### config.mk
export PLATFORM = sky130hd
export DESIGN_NAME = rsd_ram
export DESIGN_NICKNAME = d
export VERILOG_FILES = /design/src/rsd_ram.sv
export SDC_FILE = /design/constraint.sdc
export NUM_CORES = 2
export LEC_CHECK = 0
export BUFFER_PORTS_ARGS = -buffer_cell sky130_fd_sc_hd__buf_2
export CORE_UTILIZATION = 40
export CTS_CLUSTER_SIZE = 8
export DETAILED_ROUTE_END_ITERATION = 6
export GPL_TIMING_DRIVEN = 0
export PLACE_DENSITY_LB_ADDON = 0.2
export SYNTH_ARGS = -nofsm -noshare
export SYNTH_HDL_FRONTEND = slang
export SYNTH_SLANG_ARGS = --single-unit
### constraint.sdc
create_clock -name clk -period 8.2 [get_ports clk]
set_clock_uncertainty 0.05 [all_clocks]
set_input_delay 0.41 -clock clk [delete_from_list [all_inputs] [get_ports clk]]
set_output_delay 0.41 -clock clk [all_outputs]
set_load 0.02 [all_outputs]
### src/rsd_ram.sv
// Generic single-write, single-read RAM with registered read data.
// No dependencies.

module rsd_ram #(
	parameter int WIDTH = 64,
	parameter int DEPTH = 64
) (
	input  logic                                        clk,
	input  logic                                        we,
	input  logic [((DEPTH > 1) ? $clog2(DEPTH) : 1)-1:0] waddr,
	input  logic [WIDTH-1:0]                            wdata,
	input  logic [((DEPTH > 1) ? $clog2(DEPTH) : 1)-1:0] raddr,
	output logic [WIDTH-1:0]                            rdata
);

	logic [WIDTH-1:0] mem_q [DEPTH];
	logic [WIDTH-1:0] rdata_q;

	always_ff @(posedge clk) begin
		if (we) begin
			mem_q[waddr] <= wdata;
		end
		rdata_q <= mem_q[raddr];
	end

	assign rdata = rdata_q;

endmodule

==> flow_summary_export.csv <==
group,metric,value,unit
status,outcome,"finished, violations left",
status,failing_checks,"DRC, capacitance limit, slew limit",
cts,cts.repair.resized,0,
cts,postcts_setup_bufs,0,
detailed_routing,drc,15,
sta,maximum_clock_rate,0.240,GHz
power_and_ir_drop,comb_power_share,5.0,%
logic_synthesis,postSynthNetCount,6676,
layout,nFillCells,31621,
logic_synthesis,syn-instance-count,6598,
floorplan,initial_utilization,40.2,%
logic_synthesis,synth_top_family_by_area,"multiplexers",
critical_path,critical_path_class,"in -> reg",
power_and_ir_drop,max-vdd-ir-drop,0.000238,V
sta,timing.final.crit_period,4.17,ns
detailed_routing,post_drt_wl_per_cell,34.7,um
logic_synthesis,yosys.area_share.adder,0,%
cts,clock_sinks,4160,
power_and_ir_drop,power_per_cell_area,259,nW/um2
critical_path,worstPathRequired,8.93,ns
run,drv.max_cap_violation_count,1,
logic_synthesis,post_synth_num_cell_types,33,
logic_synthesis,async_reset_ff_share,0,%
floorplan,std_cell_rows,229,
critical_path,critical_path.max_fanout,10,
cts,cts_root_buffer,"clkbuf_16",
logic_synthesis,ff_latch_count_synth,4160,
logic_synthesis,synth_warnings,0,
detailed_routing,drt-pass1-iter-count,7,
logic_synthesis,synth_xor_area_share,0,%
detailed_routing,dr.first_iter.drc_count,9781,
detailed_routing,routed-via-count,76035,
layout,area_growth,18.0,%
place,placement.io_buffers,133,
logic_synthesis,synth_edf_count,4096,
global_routing,first_global_vias,78515,
floorplan,die-width,627,um
global_routing,wire_length_of_the_first_global_routing_pass,621,mm
global_routing,antenna_found_initial,61,
logic_synthesis,synthesis.area,156000,um2
power_and_ir_drop,p_total,47.8,mW
power_and_ir_drop,sw_frac_of_total,21.7,%
cts,cts.reportedPaths.clkPinSlew,0.05,ns
cts,cts-htree-levels,6,
sta,grt_setup_unrepaired,"no",
detailed_routing,totalWireLength,448,mm
cts,cts.hold.buffers_added,2,
cts,cts_tree,"yes",
place,finalWeightedCongestion,0.814,
logic_synthesis,synth_compound_area_share,2.48,%
power_and_ir_drop,power.sequential.fraction,49.5,%
floorplan,die_area,393000,um2
sta,finalSetupViolations,0,
sta,fin_worst_hold_slack,0.0464,ns
global_routing,total_global_routing_overflow,0,
sta,period_share,50.8,%
power_and_ir_drop,pwr-share-clk,45.5,%
power_and_ir_drop,power.net_switching,10.4,mW
sta,worst_slew_margin_rel,-3.33,%
critical_path,timing.critical_path.to_type,"flop",
logic_synthesis,synth_mux_area_share,15.6,%
sta,worst_slew_pin_slew,1.54,ns
place,postPlaceCellArea,168000,um2
power_and_ir_drop,internal_power,37.4,mW
layout,count_of_placed_standard_cells_in_the_final_layout_fillers_left_out,12906,
floorplan,pin_count,142,
critical_path,critPathLaunchType,"primary input",
critical_path,arrival,4.90,ns
layout,design.final.nets,7631,
layout,share_of_final_layout_standard_cells_stronger_than_drive_strength_1,30.4,%
cts,cts_made_buffers,590,
logic_synthesis,synth.yosys.seq_area_share,79.5,%
detailed_routing,postRouteAntennaNets,0,
layout,final_instance_area,185000,um2
detailed_routing,routed_vias_inst,5.89,
power_and_ir_drop,static-leakage-power,57.8,nW
logic_synthesis,syn_area_per_cell,23.7,um2
cts,skew_pair_late_insertion_delay,1.05,ns
global_routing,grt_start_max_net_pins,65,
hold_path,hold_class,"in -> reg",
logic_synthesis,synth-main-ff-cell,"edfxtp_1",
logic_synthesis,synthSimpleGateAreaFrac,1.24,%
sta,finalHoldViolCount,0,
cts,clk_path_buf_depth,4,
floorplan,floorplan.core_area,389000,um2
place,place.detailed.hpwl,296,mm
floorplan,dieHeight,627,um
global_routing,gr-usage-all-layers,22.7,%
sta,drv_slew,6,
place,placed_cells,12141,
[sequential cells by signal, indices dropped and copies added, names as in the netlist]
| name | cells |
|---|---|
| mem_q | 4096 |
| rdata | 64 |
[power groups by stage]
stage                     Clock [mW]  Combinational, mW  Sequential (mW)
final                           21.7               2.39             23.7
after global routing            22.9               2.50             23.6
after CTS                       22.0               2.40             23.7
after detailed placement           0               2.40             24.1
after global placement             0               2.31             24.1
after floorplan                    0               1.10             24.1
[logic make-up after synthesis]
kind of cell,after synthesis
flops,4160
mux,1159
compound gates,504
buf+inv,389
simple gates,386
[layout by cell type (no fill, tap or decap), types with 19 or more instances in the layout]
| cell type | netlist | final |
|---|---|---|
| edfxtp_1 | 4096 | 4096 |
| mux4_2 | 1024 | 1024 |
| clkbuf_16 | 0 | 601 |
| buf_2 | 170 | 294 |
| clkbuf_1 | 140 | 206 |
| buf_12 | 0 | 183 |
| a22oi_1 | 168 | 168 |
| mux2i_1 | 135 | 135 |
| a22o_1 | 88 | 88 |
| o22ai_1 | 83 | 83 |
| and3_1 | 64 | 64 |
| dfxtp_1 | 64 | 64 |
| a211oi_1 | 63 | 63 |
| nor2_4 | 0 | 62 |
| nand2_1 | 58 | 58 |
| nor2_1 | 112 | 49 |
| buf_4 | 34 | 46 |
| nand3_1 | 45 | 45 |
| o221ai_1 | 38 | 38 |
| diode_2 | 0 | 29 |
| or3_1 | 29 | 29 |
| or2_2 | 28 | 28 |
| nor2b_1 | 28 | 28 |
| a41oi_1 | 26 | 26 |
| buf_6 | 6 | 19 |
| buf_1 | 20 | 19 |
| inv_1 | 19 | 19 |
| a2bb2oi_1 | 19 | 19 |
[worst max-delay path: stages]
cell      delay (ns)
buf_2           0.34
buf_4           0.33
buf_2           0.49
buf_2           0.68
buf_4           0.37
mux2i_1         0.12
o22ai_1         0.65
a31oi_1         0.20
a211oi_1        1.23
[Yosys cell counts, drive strengths merged (29+ instances only)]
master | instances | area, um2
mux2i | 135 | 1350
a22oi | 168 | 1260
buf | 230 | 1250
nand2 | 58 | 218
and3 | 64 | 400
a22o | 88 | 771
edfxtp | 4096 | 123000
mux4 | 1024 | 23100
dfxtp | 64 | 1280
o221ai | 38 | 333
or3 | 29 | 181
nand3 | 45 | 225
a211oi | 63 | 473
nor2 | 112 | 420
o22ai | 83 | 519
clkbuf | 140 | 526
[per-stage QoR]
stage | util, % | TNS (ns) | worst slack [ns]
floorplan | - | 0 | 2.30
global placement | 42.0 | -1135.05 | -4.99
detailed placement | 43.2 | 0 | 3.10
CTS | 47.4 | 0 | 4.21
global route | 47.4 | 0 | 4.08
finish | 47.4 | 0 | 4.03
[worst paths after layout]
check,start,end,slack (ns),cells after the start
setup reg to reg,mem_q[55][53],rdata[53],5.10,5
hold reg to reg,mem_q[36][26],rdata[26],0.90,4
hold / removal,wdata[33],mem_q[2][33],0.05,1
setup / recovery,raddr[2],rdata[1],4.03,9
[metal layers]
layer | share of wire, % | GRT usage [%] | up-vias
li1 | - | - | 30305
met1 | 41 | 31.4 | 41606
met2 | 48 | 36.6 | 3389
met3 | 7.5 | 3.74 | 721
met4 | 3.7 | 8.05 | 14
met5 | 0.022 | 0 | -
[area by class of cell]
type                    count  area (um2)  area share (%)
plain buffers             370        1780           0.966
clock buffers             672       15300            8.29
repair buffers            363        5090            2.76
diodes                     29        72.6          0.0393
multi-input cells        2049       30700            16.6
well taps                5197        6500            3.52
clock inverters            47         718           0.389
inverters                  19        71.3          0.0387
flip-flops and latches   4160      124000            67.4
(Power assumes the default switching activity.)
