<file path="src/rsd_pkg.sv">
// Shared types and constants of the reservoir sampler with duplicate skipping.
// Used by every module of the block but rsd_ram; depends on nothing.

package rsd_pkg;

	localparam int MAX_SLOTS_DEF = 64;
	localparam int BATCH_MAX_DEF = 64;

	localparam int ID_W      = 64;
	localparam int DRAW_W    = 32;
	localparam int VISIT_W   = 32;
	localparam int SIZE_W    = 7;
	localparam int SLOT_W    = 6;
	localparam int CFG_IDX_W = 8;
	localparam int CFG_DAT_W = 32;
	localparam int IN_DATA_W  = 96;
	localparam int OUT_DATA_W = 104;

	localparam logic [SIZE_W-1:0] SIZE_RESET = 7'd64;

	// register indexes of the configuration channel
	localparam logic [CFG_IDX_W-1:0] REG_RESERVOIR_SIZE = 8'd0;
	localparam logic [CFG_IDX_W-1:0] REG_DEDUP_ENABLE   = 8'd1;

	typedef enum logic [1:0] {
		ACT_APPEND  = 2'd0,
		ACT_REPLACE = 2'd1,
		ACT_DISCARD = 2'd2,
		ACT_SKIP    = 2'd3
	} action_t;

	// control of the shared id comparator
	typedef struct packed {
		logic clr;
		logic en;
	} match_ctl_t;

endpackage

</file>
<file path="src/rsd_match.sv">
// Shared 64-bit id comparator with a sticky hit flag, used by every scan.
// Depends on rsd_pkg.

module rsd_match (
	input  logic                    clk,
	input  logic                    arst_n,
	input  rsd_pkg::match_ctl_t     ctl,
	input  logic [rsd_pkg::ID_W-1:0] key,
	input  logic [rsd_pkg::ID_W-1:0] data,
	output logic                    hit
);

	logic hit_q;

	always_ff @(posedge clk or negedge arst_n) begin
		if (!arst_n) begin
			hit_q <= 1'b0;
		end else if (ctl.clr) begin
			hit_q <= 1'b0;
		end else if (ctl.en && (data == key)) begin
			hit_q <= 1'b1;
		end
	end

	assign hit = hit_q;

endmodule

</file>
<file path="config.mk">
export PLATFORM = sky130hd
export DESIGN_NAME = rsd_match
export DESIGN_NICKNAME = d
export VERILOG_FILES = /design/src/rsd_pkg.sv /design/src/rsd_match.sv
export SDC_FILE = /design/constraint.sdc
export NUM_CORES = 1
export LEC_CHECK = 0
export ABC_AREA = 1
export BUFFER_PORTS_ARGS = -buffer_cell sky130_fd_sc_hd__buf_4
export CAP_MARGIN = 20
export CORE_ASPECT_RATIO = 1.5
export CORE_UTILIZATION = 37
export DETAILED_ROUTE_END_ITERATION = 8
export PLACE_DENSITY = 0.92
export SYNTH_ARGS = -nofsm -noshare
export SYNTH_HDL_FRONTEND = slang
export SYNTH_SLANG_ARGS = --single-unit
</file>
<file path="constraint.sdc">
create_clock -name clk -period 1.5 [get_ports clk]
set_clock_uncertainty 0.1 [all_clocks]
set_input_delay 0.375 -clock clk [delete_from_list [all_inputs] [get_ports clk]]
set_output_delay 0.375 -clock clk [all_outputs]
set_load 0.02 [all_outputs]
</file>
==> results of run 1 <==
where the power goes:
part | total, uW | leakage, uW | switching (uW) | internal (uW)
Sequential | 27.5 | 0.0000140 | 0.0000000000000289 | 27.5
Combinational | 501 | 0.00141 | 189 | 312
Clock | 0 | 0 | 0 | 0
worst max-delay path by stage:
stage	from	end	slack, ns	depth (start not counted)
final	key[60]	hit$_DFFE_PN0P_	0.04	9
after global routing	key[42]	hit$_DFFE_PN0P_	-0.07	9
after CTS	key[22]	hit$_DFFE_PN0P_	0.03	9
after detailed placement	key[22]	hit$_DFFE_PN0P_	0.03	9
after global placement	key[22]	hit$_DFFE_PN0P_	0.04	9
after floorplan	data[49]	hit$_DFFE_PN0P_	0.30	9
critical path, cell delays in order:
cell and delay, ns:
buf_4 0.11, xor2_1 0.15, nor2_1 0.12, nand2_1 0.06, nor2_1 0.08, nand2_1 0.06, nor2_1 0.14, nand2_1 0.08
a21oi_2 0.11
cell families after synthesis:
| logic type | count (synthesis) | share of synthesized area [%] |
|---|---|---|
| flip-flops | 1 | 2.19 |
| buffers and inverters | 67 | 22.0 |
| AND/OR/NAND/NOR | 156 | 52.7 |
| XOR/XNOR | 19 | 14.6 |
| AO/OA/AOI/OAI | 18 | 8.44 |
layout make-up:
cell class | instances | area (um2) | area share, %
tap | 39 | 48.8 | 2.23
timing repair buffer | 132 | 991 | 45.3
sequential | 1 | 25.0 | 1.14
inverter | 67 | 251 | 11.5
multi-input combinational | 193 | 872 | 39.9
metal layers:
metal	up-vias	track usage, %	wire length (um)
li1	1007	-	-
met1	734	19.2	1200
met2	76	49.6	2260
met3	2	2.58	292
met4	0	1.90	19
met5	-	0	0
layout by cell type, fill, tap and decap left out, drive strengths merged, types with 2 or more instances in the layout:
cell type / instances
nor2: 53
buf: 132
o21ai: 16
nor3: 2
nand2: 95
xnor2: 7
nand3: 5
inv: 67
xor2: 12
stage by stage:
| step | util [%] | setup TNS [ns] | hold WS (ns) | cell area [um2] |
|---|---|---|---|---|
| 2_1_floorplan | - | 0 | -0.0206 | 1140 |
| 3_3_place_gp | 74.9 | 0 | 0.0518 | 2180 |
| 3_5_place_dp | 74.9 | 0 | 0.0524 | 2180 |
| 4_1_cts | 74.9 | 0 | 0.0525 | 2180 |
| 5_1_grt | 75.1 | -0.0680 | 0.0534 | 2190 |
| 6_report | 75.1 | 0 | 0.0518 | 2190 |
==> impl_metrics.yaml, run 1 <==
synthesis:
  synth_area_um2: 1140
  async_reset_ff_share_pct: 100
  synth-seq-area-share_pct: 2.19
  synth-edff-count: 0
  synthFlopType: "dfrtp_1"
  ys_types: 14
  synth_area_leaders: "nand2_1 31%, inv_1 22%, nor2_1 17%, xor2_1 9.2%, o21ai_0 6.6%"
  syn_inst: 261
  synthesis.nets: 393
  yosys.area.top_type_share_pct: 31.3
  synth-seq-cells: 1
  ys_warn_count: 0
  synth_top_cell_by_area: "nand2_1"
  synth_most_common_cell: "nand2_1"
  syn_area_per_cell_um2: 4.37
  ys_top_cells_by_count: "95 x nand2_1, 67 x inv_1, 53 x nor2_1"
floorplan:
  top_level_ports: 133
  start_util_pct: 39.2
  die-area_um2: 3310
  die_x_um: 47.3
  die-height_um: 70.0
  coreArea_um2: 2910
  core.rowCount: 24
worst_setup_path:
  cp.arrival_ns: 1.28
  cp-start-kind: "input pin"
  r2r-end: "hit$_DFFE_PN0P_"
  worstPathMaxFanout: 1
  rrSetupSlack_ns: 0.81
  path_class: "in -> reg"
  reg2reg_from: "hit$_DFFE_PN0P_"
  cp_data_required_time_ns: 1.33
  cp-end-kind: "flop"
  rr_worst_depth: 2
placement:
  portBuffers: 132
  dp_worst_setup_slack_ns: 0.0288
  place.gp.congestion: 0.828
  dp.cells: 432
  hpwl_um: 3610
sta:
  post-route-period-util_pct: 97.0
  slew_headroom_pct: 86.1
  finalCriticalPeriod_ns: 1.46
  tightest_slew_ns: 0.207
  max_freq_ghz: 0.687
  drv_slew: 0
  setup_ws_ns: 0.0446
  rsz0062_at_grt: "true"
  hold_viol_final: 0
  finalSetupViolations: 0
grt:
  grt_pass1_vias: 1705
  grt_usage_pct: 22.7
  antenna_found_initial: 0
  grt_max_degree: 3
  grt_pass1_wl_um: 5870
  overflow: 0
layout:
  fillers: 270
  fin_cells: 432
  nNetsFinal: 527
  largest_register_ffs: 1
  drive_gt1_share_pct: 35.1
  area_growth_pct: 91.8
  diodes: 0
detailed_routing:
  drc: 0
  vias: 1819
  drtPass1Iterations: 4
  drtIter0Drc: 34
  viasPerCell: 4.21
  ant_nets: 0
  wirelength_um: 3770
  wl_per_cell_um: 8.73
pwr:
  irDropWorstVdd_mv: 0.159
  power.density_nw_per_um2: 241
  p_leak_uw: 0.00143
  fin_total_pwr_uw: 528
flow_run:
  maxCapViolCount: 0
clock_tree:
  cts-resized-gates: 0
  clock_latency_ns: 0
  clkTransAtPathRegs_ns: 0
  hold_buffers: 0
  cts_setup_buffers: 0
min_path:
  hp-class: "in -> async"
run_status:
  outcome: "completed"
Note: power is estimated with default switching activity, not from simulation.
==> run 2, diff against run 1 <==
==> constraint.sdc (replaced) <==
create_clock -name clk -period 1.5 [get_ports clk]
set_clock_uncertainty 0.1 [all_clocks]
set_input_delay 0.3 -clock clk [delete_from_list [all_inputs] [get_ports clk]]
set_output_delay 0.3 -clock clk [all_outputs]
set_load 0.02 [all_outputs]
==> impl_metrics.yaml, run 2 (synthesized netlist as in run 1, its figures left out) <==
run_status:
  outcome: "completed"
grt:
  grt_usage_pct: 23.8
  overflow: 0
  grt_pass1_wl_um: 6180
  grt_pass1_vias: 1712
  grt_max_degree: 3
  antenna_found_initial: 0
layout:
  nNetsFinal: 528
  area_growth_pct: 92.0
  fin_cells: 433
  fin_util_pct: 75.2
  largest_register_ffs: 1
  final_area_um2: 2190
  fillers: 269
  diodes: 0
  ff_latch_area_um2: 25.0
  drive_gt1_share_pct: 34.0
  layout_commonest_cell: "buf_4"
  layout_common_cells: "132 x buf_4, 95 x nand2_1, 67 x inv_1"
  multi_input_area_um2: 865
sta:
  drv_slew: 0
  tightest_slew_ns: 0.176
  hold_viol_final: 0
  finalCriticalPeriod_ns: 1.39
  post-route-period-util_pct: 92.6
  finalSetupViolations: 0
  rsz0062_at_grt: "false"
  final.setup.tns_ns: 0
  hold_ws_ns: 0.351
  slew_headroom_pct: 88.1
  max_freq_ghz: 0.720
worst_setup_path:
  worstPathMaxFanout: 1
  cp.arrival_ns: 1.22
  cp_data_required_time_ns: 1.33
  cp-start-kind: "input pin"
  cp-end-kind: "flop"
  path_class: "in -> reg"
detailed_routing:
  drtPass1Iterations: 4
  drc: 0
  drtIter0Drc: 21
  vias: 1840
  ant_nets: 0
  viasPerCell: 4.25
  wl_per_cell_um: 8.87
  wirelength_um: 3840
floorplan:
  coreArea_um2: 2910
  die-area_um2: 3310
  core.rowCount: 24
  top_level_ports: 133
  die-height_um: 70.0
  die_x_um: 47.3
  start_util_pct: 39.2
pwr:
  power.density_nw_per_um2: 241
  p_leak_uw: 0.00143
  irDropWorstVdd_mv: 0.159
clock_tree:
  clock_latency_ns: 0
  clkTransAtPathRegs_ns: 0
  cts_setup_buffers: 0
placement:
  placed_area_um2: 2180
  hpwl_um: 3670
  dp.cells: 432
  place.gp.congestion: 0.828
  portBuffers: 132
min_path:
  hp-class: "in -> reg"
flow_run:
  maxCapViolCount: 0
run 2: cell count changes in the layout (fill, tap and decap cells not counted), sizes merged:
cell,delta
dlygate4sd3,+1
run 2: what timing repair did:
action | in CTS | in global routing
hold buffers | 1 | 0
hold endpoints to repair | 1 | 0
endpoints found under the setup margin | 0 | 1
gates resized for setup | 0 | 0
run 2: through the flow:
stage | total power (uW) | setup slack (ns)
final | 529 | 0.110
after detailed placement | 529 | 0.107
after CTS | 533 | 0.105
after global placement | 514 | 0.116
after global routing | 595 | 0.000287
after floorplan | 213 | 0.373
run 2: area by class of cell:
| class | instances | share of cell area [%] |
|---|---|---|
| inverter | 67 | 11.5 |
| multi-input combinational | 193 | 39.5 |
| sequential | 1 | 1.14 |
| tap | 39 | 2.23 |
| timing repair buffer | 133 | 45.7 |
run 2: routing by layer:
layer | wire, um | global-route usage (%) | up-vias
li1 | - | - | 1011
met5 | 0 | 0 | -
met4 | 80 | 4.13 | 0
met3 | 280 | 2.33 | 8
met2 | 2230 | 48.2 | 80
met1 | 1250 | 23.2 | 741
run 2: path summary, 6_finish.rpt:
kind | from | to | slack [ns] | cells past startpoint
max in group asynchronous | arst_n | hit$_DFFE_PN0P_ | 0.70 | 2
min in group asynchronous | arst_n | hit$_DFFE_PN0P_ | 0.52 | 2
setup / recovery | key[22] | hit$_DFFE_PN0P_ | 0.11 | 9
hold / removal | ctl[1] | hit$_DFFE_PN0P_ | 0.35 | 2
hold reg to reg | hit$_DFFE_PN0P_ | hit$_DFFE_PN0P_ | 0.42 | 2
setup reg to reg | hit$_DFFE_PN0P_ | hit$_DFFE_PN0P_ | 0.80 | 2
run 2: worst max-delay path: stages:
cell     delay [ns]
buf_4          0.11
xor2_1         0.14
nor2_1         0.09
nand2_1        0.06
nor2_1         0.14
nand2_1        0.07
nor2_1         0.11
nand2_1        0.08
a21oi_2        0.10
run 2: power by group:
part / internal (uW) / switching (uW) / total (uW)
sequential: 27.5 / 0.0000000000000316 / 27.5
clock: 0 / 0 / 0
combinational: 313 / 188 / 501
total: 341 / 188 / 529
